## src/design/rrsel_pkg.sv

```systemverilog
// shared types and constants for the endpoint selector
package rrsel_pkg;

    localparam int MAX_ENDPOINTS = 16;
    localparam int ENDPOINT_BITS = 48;
    localparam int IDX_W         = $clog2(MAX_ENDPOINTS);
    localparam int CNT_W         = $clog2(MAX_ENDPOINTS + 1);
    localparam int OFS_W         = 33;

    localparam logic [2:0] CMD_SELECT = 3'd0;
    localparam logic [2:0] CMD_ADD    = 3'd1;
    localparam logic [2:0] CMD_DEAD   = 3'd2;
    localparam logic [2:0] CMD_ALIVE  = 3'd3;
    localparam logic [2:0] CMD_REMOVE = 3'd4;
    localparam logic [2:0] CMD_CLEAR  = 3'd5;

    localparam logic [1:0] ST_OK   = 2'd0;
    localparam logic [1:0] ST_NONE = 2'd1;
    localparam logic [1:0] ST_FULL = 2'd2;

    typedef enum logic [3:0] {
        S_IDLE,
        S_DIV,
        S_SEL_RD,
        S_SEL_WAIT,
        S_APPEND,
        S_PURGE_A,
        S_PURGE_D,
        S_DONE
    } t_state;

    typedef struct packed {
        logic              start;
        logic [OFS_W-1:0]  dividend;
        logic [CNT_W-1:0]  divisor;
    } t_div_req;

endpackage

```

## src/design/rrsel_ram.sv

```systemverilog
// generic simple dual-port ram (one write port, one read port) with registered read
module rrsel_ram #(
    parameter int WIDTH = 8,
    parameter int DEPTH = 16
) (
    input  logic                     i_clk,
    input  logic                     i_we,
    input  logic [$clog2(DEPTH)-1:0] i_waddr,
    input  logic [WIDTH-1:0]         i_wdata,
    input  logic [$clog2(DEPTH)-1:0] i_raddr,
    output logic [WIDTH-1:0]         o_rdata
);
    logic [WIDTH-1:0] r_mem [DEPTH];

    always_ff @(posedge i_clk) begin
        if (i_we) begin
            r_mem[i_waddr] <= i_wdata;
        end
        o_rdata <= r_mem[i_raddr];
    end
endmodule

```

## src/design/rrsel_mod.sv

```systemverilog
// bit-serial remainder of a 33-bit offset by a list length
module rrsel_mod (
    input  logic                      i_clk,
    input  logic                      i_rst_n,
    input  rrsel_pkg::t_div_req       i_req,
    output logic                      o_done,
    output logic [rrsel_pkg::IDX_W-1:0] o_rem
);
    localparam int CW = rrsel_pkg::CNT_W;
    localparam int OW = rrsel_pkg::OFS_W;
    localparam int SW = $clog2(OW + 1);

    logic [OW-1:0] r_num, n_num;
    logic [CW-1:0] r_rem, n_rem;
    logic [CW-1:0] r_den;
    logic [SW-1:0] r_left, n_left;
    logic          r_busy, n_busy;
    logic [CW:0]   shifted;

    always_comb begin
        shifted = {r_rem, r_num[OW-1]};
        n_num   = r_num;
        n_rem   = r_rem;
        n_left  = r_left;
        n_busy  = r_busy;
        if (i_req.start) begin
            n_num  = i_req.dividend;
            n_rem  = '0;
            n_left = SW'(OW);
            n_busy = 1'b1;
        end else if (r_busy) begin
            n_num = {r_num[OW-2:0], 1'b0};
            if (shifted >= {1'b0, r_den}) begin
                n_rem = CW'(shifted - {1'b0, r_den});
            end else begin
                n_rem = CW'(shifted);
            end
            n_left = r_left - SW'(1);
            if (r_left == SW'(1)) begin
                n_busy = 1'b0;
            end
        end
    end

    always_ff @(posedge i_clk) begin
        if (!i_rst_n) begin
            r_busy <= 1'b0;
            r_left <= '0;
        end else begin
            r_busy <= n_busy;
            r_left <= n_left;
        end
        r_num <= n_num;
        r_rem <= n_rem;
        if (i_req.start) begin
            r_den <= i_req.divisor;
        end
    end

    assign o_done = r_busy && (r_left == SW'(1));
    assign o_rem  = rrsel_pkg::IDX_W'(n_rem);

`ifndef SYNTHESIS
    a_rem_lt_den: assert property (@(posedge i_clk) disable iff (!i_rst_n)
        o_done |-> ({1'b0, n_rem} < {1'b0, r_den}))
        else $error("remainder not below divisor");
    a_busy_start: assert property (@(posedge i_clk) disable iff (!i_rst_n)
        i_req.start |=> r_busy)
        else $error("divider not busy after start");
    a_done_ends: assert property (@(posedge i_clk) disable iff (!i_rst_n)
        o_done |=> !r_busy)
        else $error("divider busy after done");
`endif
endmodule

```

## src/design/rr_endpoint_selector_unit.sv

```systemverilog
// top level: round-robin endpoint selector with dead-list fallback
// select runs a serial 33-step remainder, then a ram read; add appends one entry;
// mark and remove read, compact and write back the list the entry leaves (remove: both
// ram lists) one entry a cycle; clear empties both. one command at a time, busy while working.
// reset (synchronous, active low) empties both lists and clears the counter; list ram
// contents are not cleared. results cannot be stalled by the receiver.
module rr_endpoint_selector_unit (
    input  logic        i_clk,
    input  logic        i_rst_n,
    input  logic        start,
    output logic        busy,
    input  logic [2:0]  i_cmd,
    input  logic [47:0] i_endpoint_id,
    input  logic [7:0]  i_retry_number,
    input  logic [31:0] i_retry_ticket,
    output logic        o_valid,
    output logic [1:0]  o_status,
    output logic [47:0] o_chosen_endpoint,
    output logic [31:0] o_ticket,
    output logic        o_from_dead_list
);
    localparam int IW = rrsel_pkg::IDX_W;
    localparam int CW = rrsel_pkg::CNT_W;
    localparam int EW = rrsel_pkg::ENDPOINT_BITS;

    rrsel_pkg::t_state r_state, n_state;

    logic [2:0]    r_cmd;
    logic [EW-1:0] r_id;
    logic [31:0]   r_rr, n_rr;
    logic [31:0]   r_tick, n_tick;
    logic [7:0]    r_retry;
    logic [CW-1:0] r_acnt, n_acnt, r_dcnt, n_dcnt;
    logic [CW-1:0] r_rd, n_rd, r_wr, n_wr;
    logic          r_rvld, n_rvld;
    logic          r_useded, n_useded;
    logic [1:0]    r_status, n_status;

    logic          a_we, d_we;
    logic [IW-1:0] a_waddr, d_waddr, a_raddr, d_raddr;
    logic [EW-1:0] a_wdata, d_wdata, a_rdata, d_rdata;

    rrsel_pkg::t_div_req div_req;
    logic                div_done;
    logic [IW-1:0]       div_rem;
    logic [IW-1:0]       r_pick;

    logic          out_valid;
    logic [1:0]    out_status;
    logic [47:0]   out_ep;
    logic [31:0]   out_tick;
    logic          out_dead;

    rrsel_ram #(.WIDTH(EW), .DEPTH(rrsel_pkg::MAX_ENDPOINTS)) u_alive (
        .i_clk(i_clk), .i_we(a_we), .i_waddr(a_waddr), .i_wdata(a_wdata),
        .i_raddr(a_raddr), .o_rdata(a_rdata)
    );
    rrsel_ram #(.WIDTH(EW), .DEPTH(rrsel_pkg::MAX_ENDPOINTS)) u_dead (
        .i_clk(i_clk), .i_we(d_we), .i_waddr(d_waddr), .i_wdata(d_wdata),
        .i_raddr(d_raddr), .o_rdata(d_rdata)
    );
    rrsel_mod u_mod (
        .i_clk(i_clk), .i_rst_n(i_rst_n), .i_req(div_req),
        .o_done(div_done), .o_rem(div_rem)
    );

    logic accept;
    assign accept = start && !busy;
    assign busy   = (r_state != rrsel_pkg::S_IDLE);

    logic [rrsel_pkg::OFS_W-1:0] offset;
    assign offset = {1'b0, r_tick} + rrsel_pkg::OFS_W'(r_retry);

    // next state
    always_comb begin
        n_state = r_state;
        case (r_state)
            rrsel_pkg::S_IDLE: begin
                if (accept) begin
                    case (i_cmd)
                        rrsel_pkg::CMD_SELECT: n_state = rrsel_pkg::S_DIV;
                        rrsel_pkg::CMD_ADD,
                        rrsel_pkg::CMD_DEAD,
                        rrsel_pkg::CMD_ALIVE: n_state = rrsel_pkg::S_APPEND;
                        rrsel_pkg::CMD_REMOVE: n_state = rrsel_pkg::S_PURGE_A;
                        default: n_state = rrsel_pkg::S_DONE;
                    endcase
                end
            end
            rrsel_pkg::S_DIV: begin
                if (r_acnt == '0 && r_dcnt == '0) begin
                    n_state = rrsel_pkg::S_DONE;
                end else if (div_done) begin
                    n_state = rrsel_pkg::S_SEL_RD;
                end
            end
            rrsel_pkg::S_SEL_RD: n_state = rrsel_pkg::S_SEL_WAIT;
            rrsel_pkg::S_SEL_WAIT: n_state = rrsel_pkg::S_DONE;
            rrsel_pkg::S_APPEND: begin
                case (r_cmd)
                    rrsel_pkg::CMD_DEAD: n_state = rrsel_pkg::S_PURGE_A;
                    rrsel_pkg::CMD_ALIVE: n_state = rrsel_pkg::S_PURGE_D;
                    default: n_state = rrsel_pkg::S_DONE;
                endcase
            end
            rrsel_pkg::S_PURGE_A: begin
                if (r_rd == r_acnt && !r_rvld) begin
                    n_state = (r_cmd == rrsel_pkg::CMD_REMOVE) ?
                              rrsel_pkg::S_PURGE_D : rrsel_pkg::S_DONE;
                end
            end
            rrsel_pkg::S_PURGE_D: begin
                if (r_rd == r_dcnt && !r_rvld) begin
                    n_state = rrsel_pkg::S_DONE;
                end
            end
            rrsel_pkg::S_DONE: n_state = rrsel_pkg::S_IDLE;
            default: n_state = rrsel_pkg::S_IDLE;
        endcase
    end

    // datapath and outputs
    always_comb begin
        n_rr     = r_rr;
        n_tick   = r_tick;
        n_acnt   = r_acnt;
        n_dcnt   = r_dcnt;
        n_rd     = r_rd;
        n_wr     = r_wr;
        n_rvld   = 1'b0;
        n_useded = r_useded;
        n_status = r_status;
        a_we     = 1'b0;
        d_we     = 1'b0;
        a_waddr  = IW'(r_wr);
        d_waddr  = IW'(r_wr);
        a_wdata  = r_id;
        d_wdata  = r_id;
        a_raddr  = IW'(r_rd);
        d_raddr  = IW'(r_rd);
        div_req.start    = 1'b0;
        div_req.dividend = offset;
        div_req.divisor  = (r_acnt != '0) ? r_acnt : r_dcnt;
        out_valid  = 1'b0;
        out_status = r_status;
        out_ep     = '0;
        out_tick   = '0;
        out_dead   = 1'b0;
        case (r_state)
            rrsel_pkg::S_IDLE: begin
                n_status = rrsel_pkg::ST_OK;
                n_rd     = '0;
                n_wr     = '0;
                n_useded = 1'b0;
                if (accept) begin
                    case (i_cmd)
                        rrsel_pkg::CMD_SELECT: begin
                            if (i_retry_number == 8'd0) begin
                                n_rr   = r_rr + 32'd1;
                                n_tick = r_rr + 32'd1;
                            end else begin
                                n_tick = i_retry_ticket;
                            end
                        end
                        rrsel_pkg::CMD_CLEAR: begin
                            n_acnt = '0;
                            n_dcnt = '0;
                        end
                        default: n_tick = r_tick;
                    endcase
                end
            end
            rrsel_pkg::S_DIV: begin
                div_req.start = (r_rd == '0) && (r_acnt != '0 || r_dcnt != '0);
                n_rd = CW'(1);
                n_useded = (r_acnt == '0);
                if (r_acnt == '0 && r_dcnt == '0) begin
                    n_status = rrsel_pkg::ST_NONE;
                end
            end
            rrsel_pkg::S_SEL_RD: begin
                a_raddr = r_pick;
                d_raddr = r_pick;
            end
            rrsel_pkg::S_SEL_WAIT: begin
                a_raddr = r_pick;
                d_raddr = r_pick;
            end
            rrsel_pkg::S_APPEND: begin
                if (r_cmd == rrsel_pkg::CMD_DEAD) begin
                    if (r_dcnt == CW'(rrsel_pkg::MAX_ENDPOINTS)) begin
                        n_status = rrsel_pkg::ST_FULL;
                    end else begin
                        d_we    = 1'b1;
                        d_waddr = IW'(r_dcnt);
                        n_dcnt  = r_dcnt + CW'(1);
                    end
                end else begin
                    if (r_acnt == CW'(rrsel_pkg::MAX_ENDPOINTS)) begin
                        n_status = rrsel_pkg::ST_FULL;
                    end else begin
                        a_we    = 1'b1;
                        a_waddr = IW'(r_acnt);
                        n_acnt  = r_acnt + CW'(1);
                    end
                end
            end
            rrsel_pkg::S_PURGE_A: begin
                if (r_rd != r_acnt) begin
                    n_rd   = r_rd + CW'(1);
                    n_rvld = 1'b1;
                end
                if (r_rvld && a_rdata != r_id) begin
                    a_we    = 1'b1;
                    a_wdata = a_rdata;
                    n_wr    = r_wr + CW'(1);
                end
                if (r_rd == r_acnt && !r_rvld) begin
                    n_acnt = r_wr;
                    n_rd   = '0;
                    n_wr   = '0;
                end
            end
            rrsel_pkg::S_PURGE_D: begin
                if (r_rd != r_dcnt) begin
                    n_rd   = r_rd + CW'(1);
                    n_rvld = 1'b1;
                end
                if (r_rvld && d_rdata != r_id) begin
                    d_we    = 1'b1;
                    d_wdata = d_rdata;
                    n_wr    = r_wr + CW'(1);
                end
                if (r_rd == r_dcnt && !r_rvld) begin
                    n_dcnt = r_wr;
                    n_rd   = '0;
                    n_wr   = '0;
                end
            end
            rrsel_pkg::S_DONE: begin
                out_valid = 1'b1;
                if (r_cmd == rrsel_pkg::CMD_SELECT) begin
                    out_tick = r_tick;
                    if (r_status == rrsel_pkg::ST_OK) begin
                        out_ep   = 48'(r_useded ? d_rdata : a_rdata);
                        out_dead = r_useded;
                    end
                end
            end
            default: begin
                n_rd = r_rd;
            end
        endcase
    end

    always_ff @(posedge i_clk) begin
        if (!i_rst_n) begin
            r_state  <= rrsel_pkg::S_IDLE;
            r_rr     <= '0;
            r_acnt   <= '0;
            r_dcnt   <= '0;
            r_rd     <= '0;
            r_wr     <= '0;
            r_rvld   <= 1'b0;
            r_useded <= 1'b0;
            r_status <= rrsel_pkg::ST_OK;
            o_valid  <= 1'b0;
        end else begin
            r_state  <= n_state;
            r_rr     <= n_rr;
            r_acnt   <= n_acnt;
            r_dcnt   <= n_dcnt;
            r_rd     <= n_rd;
            r_wr     <= n_wr;
            r_rvld   <= n_rvld;
            r_useded <= n_useded;
            r_status <= n_status;
            o_valid  <= out_valid;
        end
        r_tick <= n_tick;
        if (accept) begin
            r_cmd   <= i_cmd;
            r_id    <= EW'(i_endpoint_id);
            r_retry <= i_retry_number;
        end
        if (div_done) begin
            r_pick <= div_rem;
        end
        o_status          <= out_status;
        o_chosen_endpoint <= out_ep;
        o_ticket          <= out_tick;
        o_from_dead_list  <= out_dead;
    end

`ifndef SYNTHESIS
    a_cnt_range: assert property (@(posedge i_clk) disable iff (!i_rst_n)
        (r_acnt <= CW'(rrsel_pkg::MAX_ENDPOINTS)) && (r_dcnt <= CW'(rrsel_pkg::MAX_ENDPOINTS)))
        else $error("list count out of range");
    a_one_result: assert property (@(posedge i_clk) disable iff (!i_rst_n)
        o_valid |-> !busy)
        else $error("result while still busy");
    a_accept_busy: assert property (@(posedge i_clk) disable iff (!i_rst_n)
        accept |=> busy)
        else $error("accepted word did not start work");
    a_wr_le_rd: assert property (@(posedge i_clk) disable iff (!i_rst_n)
        (r_state == rrsel_pkg::S_PURGE_A || r_state == rrsel_pkg::S_PURGE_D) |-> r_wr <= r_rd)
        else $error("compaction write passed read");
`endif
endmodule

```

## config.mk

```make
export PLATFORM = sky130hd
export DESIGN_NAME = rr_endpoint_selector_unit
export DESIGN_NICKNAME = d
export VERILOG_FILES = /design/src/design/rrsel_pkg.sv /design/src/design/rrsel_ram.sv /design/src/design/rrsel_mod.sv /design/src/design/rr_endpoint_selector_unit.sv
export SDC_FILE = /design/constraint.sdc
export NUM_CORES = 2
export LEC_CHECK = 0
export ABC_CLOCK_PERIOD_IN_PS = 4300
export BUFFER_PORTS_ARGS = -buffer_cell sky130_fd_sc_hd__buf_2
export CORE_ASPECT_RATIO = 2
export CORE_UTILIZATION = 23
export DETAILED_ROUTE_END_ITERATION = 10
export GPL_ROUTABILITY_DRIVEN = 0
export PLACE_DENSITY_LB_ADDON = 0.15
export SYNTH_ARGS = -nofsm -noshare
export SYNTH_HDL_FRONTEND = slang
export SYNTH_SLANG_ARGS = --single-unit
```

## constraint.sdc

```tcl
create_clock -name i_clk -period 4.3 [get_ports i_clk]
set_input_delay 0.645 -clock i_clk [delete_from_list [all_inputs] [get_ports i_clk]]
set_output_delay 0.645 -clock i_clk [all_outputs]
set_load 0.02 [all_outputs]
```

**Word-level counts from Yosys, hierarchy flattened**

Memory sizes are Yosys's and may differ from the RTL's. A register that Yosys moved wholly into a read port is not among the register bits.
Cells that the tools add are included.

- Bits in registers: 289
- Bits in writable memories: 1,536
- Memories: 2

- Add/sub/neg operators: 8
- Magnitude comparators: 1
- Eq/ne operators: 40
- Multiplexer cells: 76
- Bitwise logic cells: 1
- Reduce and logical (&&, ||, !) cells: 42

Memories:

| memory | depth | bits a word | rd ports | clocked after Yosys merged registers in | write ports | RTL line | text |
|---|---|---|---|---|---|---|---|
| u_alive.r_mem | 16 | 48 | 1 | 1 | 1 | rrsel_ram.sv:13 | `logic [WIDTH-1:0] r_mem [DEPTH];` |
| u_dead.r_mem | 16 | 48 | 1 | 1 | 1 | rrsel_ram.sv:13 |  |

Operators by type and width:

| operator | number |
|---|---|
| 2-to-1 mux 48 bit | 5 |
| != test 48 bit | 2 |
| 2-to-1 mux 5 bit | 18 |
| 2-to-1 mux 33 bit | 2 |
| 2-to-1 mux 4 bit | 14 |
| case mux 5 bit (3 select lines) | 3 |
| adder 32 x 8 -> 33 bit | 1 |
| adder 32 x 1 -> 32 bit (second input constant) | 1 |
| 2-to-1 mux 32 bit | 1 |
| case mux 4 bit (7 select lines) | 1 |
| != test 3 bit (second input constant) | 7 |
| adder 5 x 1 -> 5 bit (second input constant) | 4 |
| case mux 5 bit (4 select lines) | 1 |
| 2-to-1 mux 1 bit | 18 |
| equality test 4 x 3 -> 1 bit (second input constant) | 4 |
| != test 2 bit (second input constant) | 8 |
| logical NOT 5 bit | 3 |
| equality test 3 x 2 -> 1 bit (second input constant) | 4 |
| 2-to-1 mux 6 bit | 2 |
| AND reduction 3 bit | 4 |
| AND reduction 4 bit | 3 |
| AND reduction 6 bit | 2 |
| nonzero test 3 bit | 4 |
| equality test 5 bit | 2 |
| 30 further kinds | 54 |

**Depth between registers and ports, before layout**

- Depth after elaboration: 6
- Depth in mapped cells: 11
- Depth with buffers taken out: 10

**By module**

From an unflattened synthesis, not the netlist that was laid out.

- Cells, all modules: 3,911
- Area total of the unflattened synthesis: 74,441.4 um^2

By module, submodules not included:

| module | times used | cells an instance | area each (um^2) | seq. area each (um^2) |
|---|---|---|---|---|
| rrsel_ram | 2 | 1,242 | 29,691.0 | 24,023.0 |
| rr_endpoint_selector_unit | 1 | 1,258 | 12,741.0 | 5,715.5 |
| rrsel_mod | 1 | 169 | 2,318.5 | 1,381.3 |

**Worst setup path before layout**

Ideal clock, no wire load.

- Path type: flip-flop to flip-flop
- From: reg r_cmd[0]
- To: mem u_dead.r_mem[10][0] (netlist name) (enable)
- Library setup time: 0.454 ns
- Data arrival time: 4.100 ns
- Slack: -0.254 ns
- Stages on the path, launching flop included: 9
- Cells stage by stage: edfxtp_1 > or3b_2 > a31oi_1 > and2_1 > buf_2 > mux2_2 > nor4b_1 > a31oi_1 > nor2_1

- Word-level cells in the longest chain between the ends: 5
- Elaborated cells between the ends (all ways): 7

RTL lines:

| what | RTL line | text |
|---|---|---|
| from (decl) | rr_endpoint_selector_unit.sv:28 | `logic [2:0] r_cmd;` |
| from (signal assigned) | rr_endpoint_selector_unit.sv:282 | `r_cmd <= i_cmd;` |
| equality test 3 x 2 -> 1 bit * | rr_endpoint_selector_unit.sv:190 | `if (r_cmd == rrsel_pkg::CMD_DEAD) begin` |
| 2-to-1 mux 1 bit | rr_endpoint_selector_unit.sv:190 |  |
| case mux 1 bit (2 select lines) | rr_endpoint_selector_unit.sv:149 | `case (r_state)` |
| 2-to-1 mux 1 bit | rrsel_ram.sv:16 | `if (i_we) begin` |
| 2-to-1 mux 1 bit (not written as such) | rrsel_ram.sv:17 | `r_mem[i_waddr] <= i_wdata;` |
| to (decl) | rrsel_ram.sv:13 |  |

Mark *: on every way between the ends. The rest lies on a longest branch, timed or not.

**Worst setup path after layout**

- From: reg r_id[15]
- To: mem u_dead.r_mem[10][47] (netlist name) (enable)

- Word-level cells in the longest chain between the ends: 6

RTL lines:

| what | RTL line | text |
|---|---|---|
| from (decl) | rr_endpoint_selector_unit.sv:29 | `logic [EW-1:0] r_id;` |
| from (signal assigned) | rr_endpoint_selector_unit.sv:283 | `r_id <= EW'(i_endpoint_id);` |
| != test 48 bit | rr_endpoint_selector_unit.sv:229 | `if (r_rvld && d_rdata != r_id) begin` |
| logical AND 1 bit | rr_endpoint_selector_unit.sv:229 |  |
| 2-to-1 mux 1 bit | rr_endpoint_selector_unit.sv:229 |  |
| case mux 1 bit (2 select lines) | rr_endpoint_selector_unit.sv:149 |  |
| 2-to-1 mux 1 bit | rrsel_ram.sv:16 |  |
| 2-to-1 mux 1 bit (not written as such) | rrsel_ram.sv:17 |  |

Every way passes these cells.

==> flow_metrics.tcl <==
set metrics [dict create \
    status "completed" \
    pin_count 179 \
    relSlewSlack 0.180 \
    core_um2 327000 \
    drv_slew 0 \
    port_buffers 178 \
    hold_violations 0 \
    endpoint_kind "flop" \
    numCtsBuffers 194 \
    drc 0 \
    crit_family "simple AND/OR/NAND/NOR gates" \
    cpPeakStageDelay_ps 820 \
    htree_levels 4 \
    die-area_um2 330000 \
    cp_cell_sequence "xnor2_1, nand4_1, nor4_2, nand3_1, nor4b_1, a31oi_1, buf_4, nor2_4, buf_12" \
    grt_max_degree 70 \
    dr.first_iter.drc_count 2648 \
    cts_num_sinks 1920 \
    gr-usage-all-layers 0.154 \
    async_flop_share 0 \
    pwr-share-comb 0.266 \
    swShare 0.319 \
    cp-startpoint "r_id[15]$_DFFE_PP_" \
    hold_path.class "in2reg" \
    finalSetupViolCount 0 \
    wire_per_inst_um 28.2 \
    p_seq_frac 0.425 \
    fin_area_um2 90400 \
    crit_path_max_fanout 48 \
    crit_type "reg2reg" \
    synth_cells 4160 \
    die_h_um 812 \
    row_count 297 \
    drive_gt1_frac 0.262 \
    cts_resized 0 \
    ys_ff_latch 1920 \
    viasPerCell 4.40 \
    area_delta_synth_final_pct 19.9 \
    power_mw 55.6 \
    worst_setup_path_start_kind "flop" \
    min_period_over_period 0.954 \
    tritoncts "built" \
    max_cap_viol_count 0 \
    ys_types 71 \
    gr-total-overflow 0 \
    worstMarginPinSlew_ps 1220 \
    rsz0062_at_grt "no" \
    dp_hpwl_um 169000 \
    cp.arrival_ps 4640 \
    grt_pass1_wl_um 354000 \
    totalWireLength_um 257000 \
    die_w_um 407 \
    postRouteAntennaNets 0 \
    ys_warn_count 0 \
    cts_buffer_depth 4 \
    cellLeakagePower_nw 29.0 \
    grt_pass1_vias 43100 \
    start_util 0.231 \
    yosysSeqAreaShare 0.732 \
    hp-start "i_cmd[0]" \
    synthFlopType "edfxtp_1" \
    clock_power_share 0.309 \
    avgSynthCellArea_um2 18.1 \
    clkSlewWorstSetupHoldPaths_ps 70 \
    fmax_mhz 244 \
    first_pass_iters 5 \
    period_minus_slack_ps 4100 \
    fin_nets 4716 \
    synth-edff-count 1669 \
    p_sw_mw 17.7 \
    critPathBufInv 2 \
    dpl_cell_area_um2 83600 \
    ctsRootBufferMaster "clkbuf_16" \
    required_ps 4840 \
    antenna_found_initial 15 \
    syn-num-nets 4279 \
    p_int_mw 37.9 \
    clk_latency_ps 900 \
    vias 40100 \
    syn_area_um2 75400 \
    cp_slowest_cell "xnor2_1" \
    ir_drop_mv 0.436 \
    power.density_nw_per_um2 615 \
    r2r-start "r_id[15]$_DFFE_PP_" \
    clock-skew-final_ps 101 \
]
==> power by group through the flow <==
stage	registers, mW	clock network [mW]	logic [mW]
2_1_floorplan	23.1	0	9.42
3_3_place_gp	24.1	0	15.4
3_5_place_dp	24.1	0	15.3
4_1_cts	23.7	17.8	15.4
5_1_grt	23.7	18.3	15.9
6_report	23.6	17.2	14.8
==> cell usage in the layout, fill, tap and decap left out, types with 80 or more instances in the layout <==
| cell type | netlist | final |
|---|---|---|
| o21ai_0 | 84 | 84 |
| a31oi_1 | 110 | 107 |
| clkbuf_16 | 0 | 199 |
| edfxtp_1 | 1669 | 1669 |
| dfxtp_1 | 251 | 250 |
| buf_4 | 12 | 162 |
| buf_2 | 65 | 178 |
| and2_1 | 139 | 138 |
| mux4_2 | 384 | 384 |
| a211oi_1 | 107 | 107 |
| nand2_1 | 328 | 326 |
| buf_12 | 0 | 80 |
| xnor2_1 | 148 | 148 |
| mux2_2 | 101 | 100 |
| nor2_1 | 163 | 131 |
==> state kept, by name, summed over array words and instances (netlist names), 33 cells and up <==
name	count
u_alive.o_rdata	48
r_id	48
u_dead.o_rdata	48
u_mod.r_num	33
u_dead.r_mem	768
o_chosen_endpoint	48
u_alive.r_mem	768
==> cell type report <==
cell class	instances	area, um2
clock buffers	277	5440
diodes	10	25.0
clock inverters	73	783
well taps	4335	5420
inverters	35	131
multi-input cells	1976	19200
flip-flops and latches	1920	55100
fillers	32700	236000
repair buffers	470	4210
==> cell families (layout without fill, tap and decap cells) <==
family | Yosys count | in the layout | share of synthesized area
flip-flops | 1920 | 1920 | 0.732
AND/OR/NAND/NOR | 827 | 827 | 0.0519
XOR/XNOR | 198 | 198 | 0.0230
buffers and inverters | 264 | 855 | 0.0182
adder cells (fa/ha/maj) | 25 | 25 | 0.00435
multiplexers | 540 | 540 | 0.137
other | 0 | 10 | 0
AO/OA/AOI/OAI | 386 | 386 | 0.0339
==> final timing paths <==
kind	end	slack, ps	depth (start not counted)
max	u_dead.r_mem[10][47]$_DFFE_PP_	200	9
min	r_cmd[0]$_DFFE_PP_	100	1
max reg2reg	u_dead.r_mem[10][47]$_DFFE_PP_	200	9
min reg2reg	o_status[1]$_DFF_P_	380	0
==> synthesized netlist by cell type (3+ instances only) <==
cell | count | area share
buf_4 | 12 | 0.0012
buf_2 | 65 | 0.0043
o31ai_1 | 4 | 0.00040
or3_1 | 5 | 0.00041
a22oi_1 | 5 | 0.00050
a32oi_1 | 3 | 0.00035
inv_1 | 34 | 0.0017
nand3_1 | 51 | 0.0034
ha_1 | 23 | 0.0038
o21ai_0 | 84 | 0.0056
xnor2_1 | 148 | 0.017
a21oi_1 | 32 | 0.0021
nor4_1 | 14 | 0.0012
nor2_1 | 163 | 0.0081
buf_8 | 11 | 0.0022
dfxtp_1 | 251 | 0.067
nor3_1 | 23 | 0.0015
nor3b_1 | 5 | 0.00050
mux4_2 | 384 | 0.11
buf_6 | 17 | 0.0025
or4_1 | 3 | 0.00030
nand2b_1 | 11 | 0.00091
mux2i_1 | 55 | 0.0073
buf_1 | 7 | 0.00035
and2_1 | 139 | 0.012
nor2b_1 | 5 | 0.00041
clkbuf_1 | 117 | 0.0058
nor4b_1 | 3 | 0.00035
a31oi_1 | 110 | 0.0091
a32o_1 | 5 | 0.00066
o211ai_1 | 3 | 0.00030
nand4_1 | 37 | 0.0031
mux2_2 | 101 | 0.015
and4_1 | 6 | 0.00070
a211oi_1 | 107 | 0.011
and3_1 | 25 | 0.0021
edfxtp_1 | 1669 | 0.66
a21o_1 | 6 | 0.00060
nand2_1 | 328 | 0.016
xor2_1 | 50 | 0.0058
==> per-stage QoR <==
stage          hold slack [ps]  utilization  std cells  setup TNS, ps  setup slack [ps]
2_1_floorplan              346            -       4160         -48730              -254
3_3_place_gp               369        0.256       8686        -135110              -361
3_5_place_dp               371        0.256       8686              0               154
4_1_cts                   13.1        0.277       9086              0               105
5_1_grt                   60.6        0.277       9092              0               184
6_report                  98.0        0.277       9096              0               198
==> per-layer routing <==
metal  GRT usage  part of all wire  routed length, um
met5           0           0.00016                 41
met2       0.302              0.57             145000
met3      0.0184             0.031               7930
met4      0.0432             0.027               6990
met1       0.170              0.38              96500
==> timing repair <==
item,CTS,global route
setup buffers,0,0
hold buffers,50,0
endpoints found under the hold margin,50,0
(Power assumes the default switching activity.)
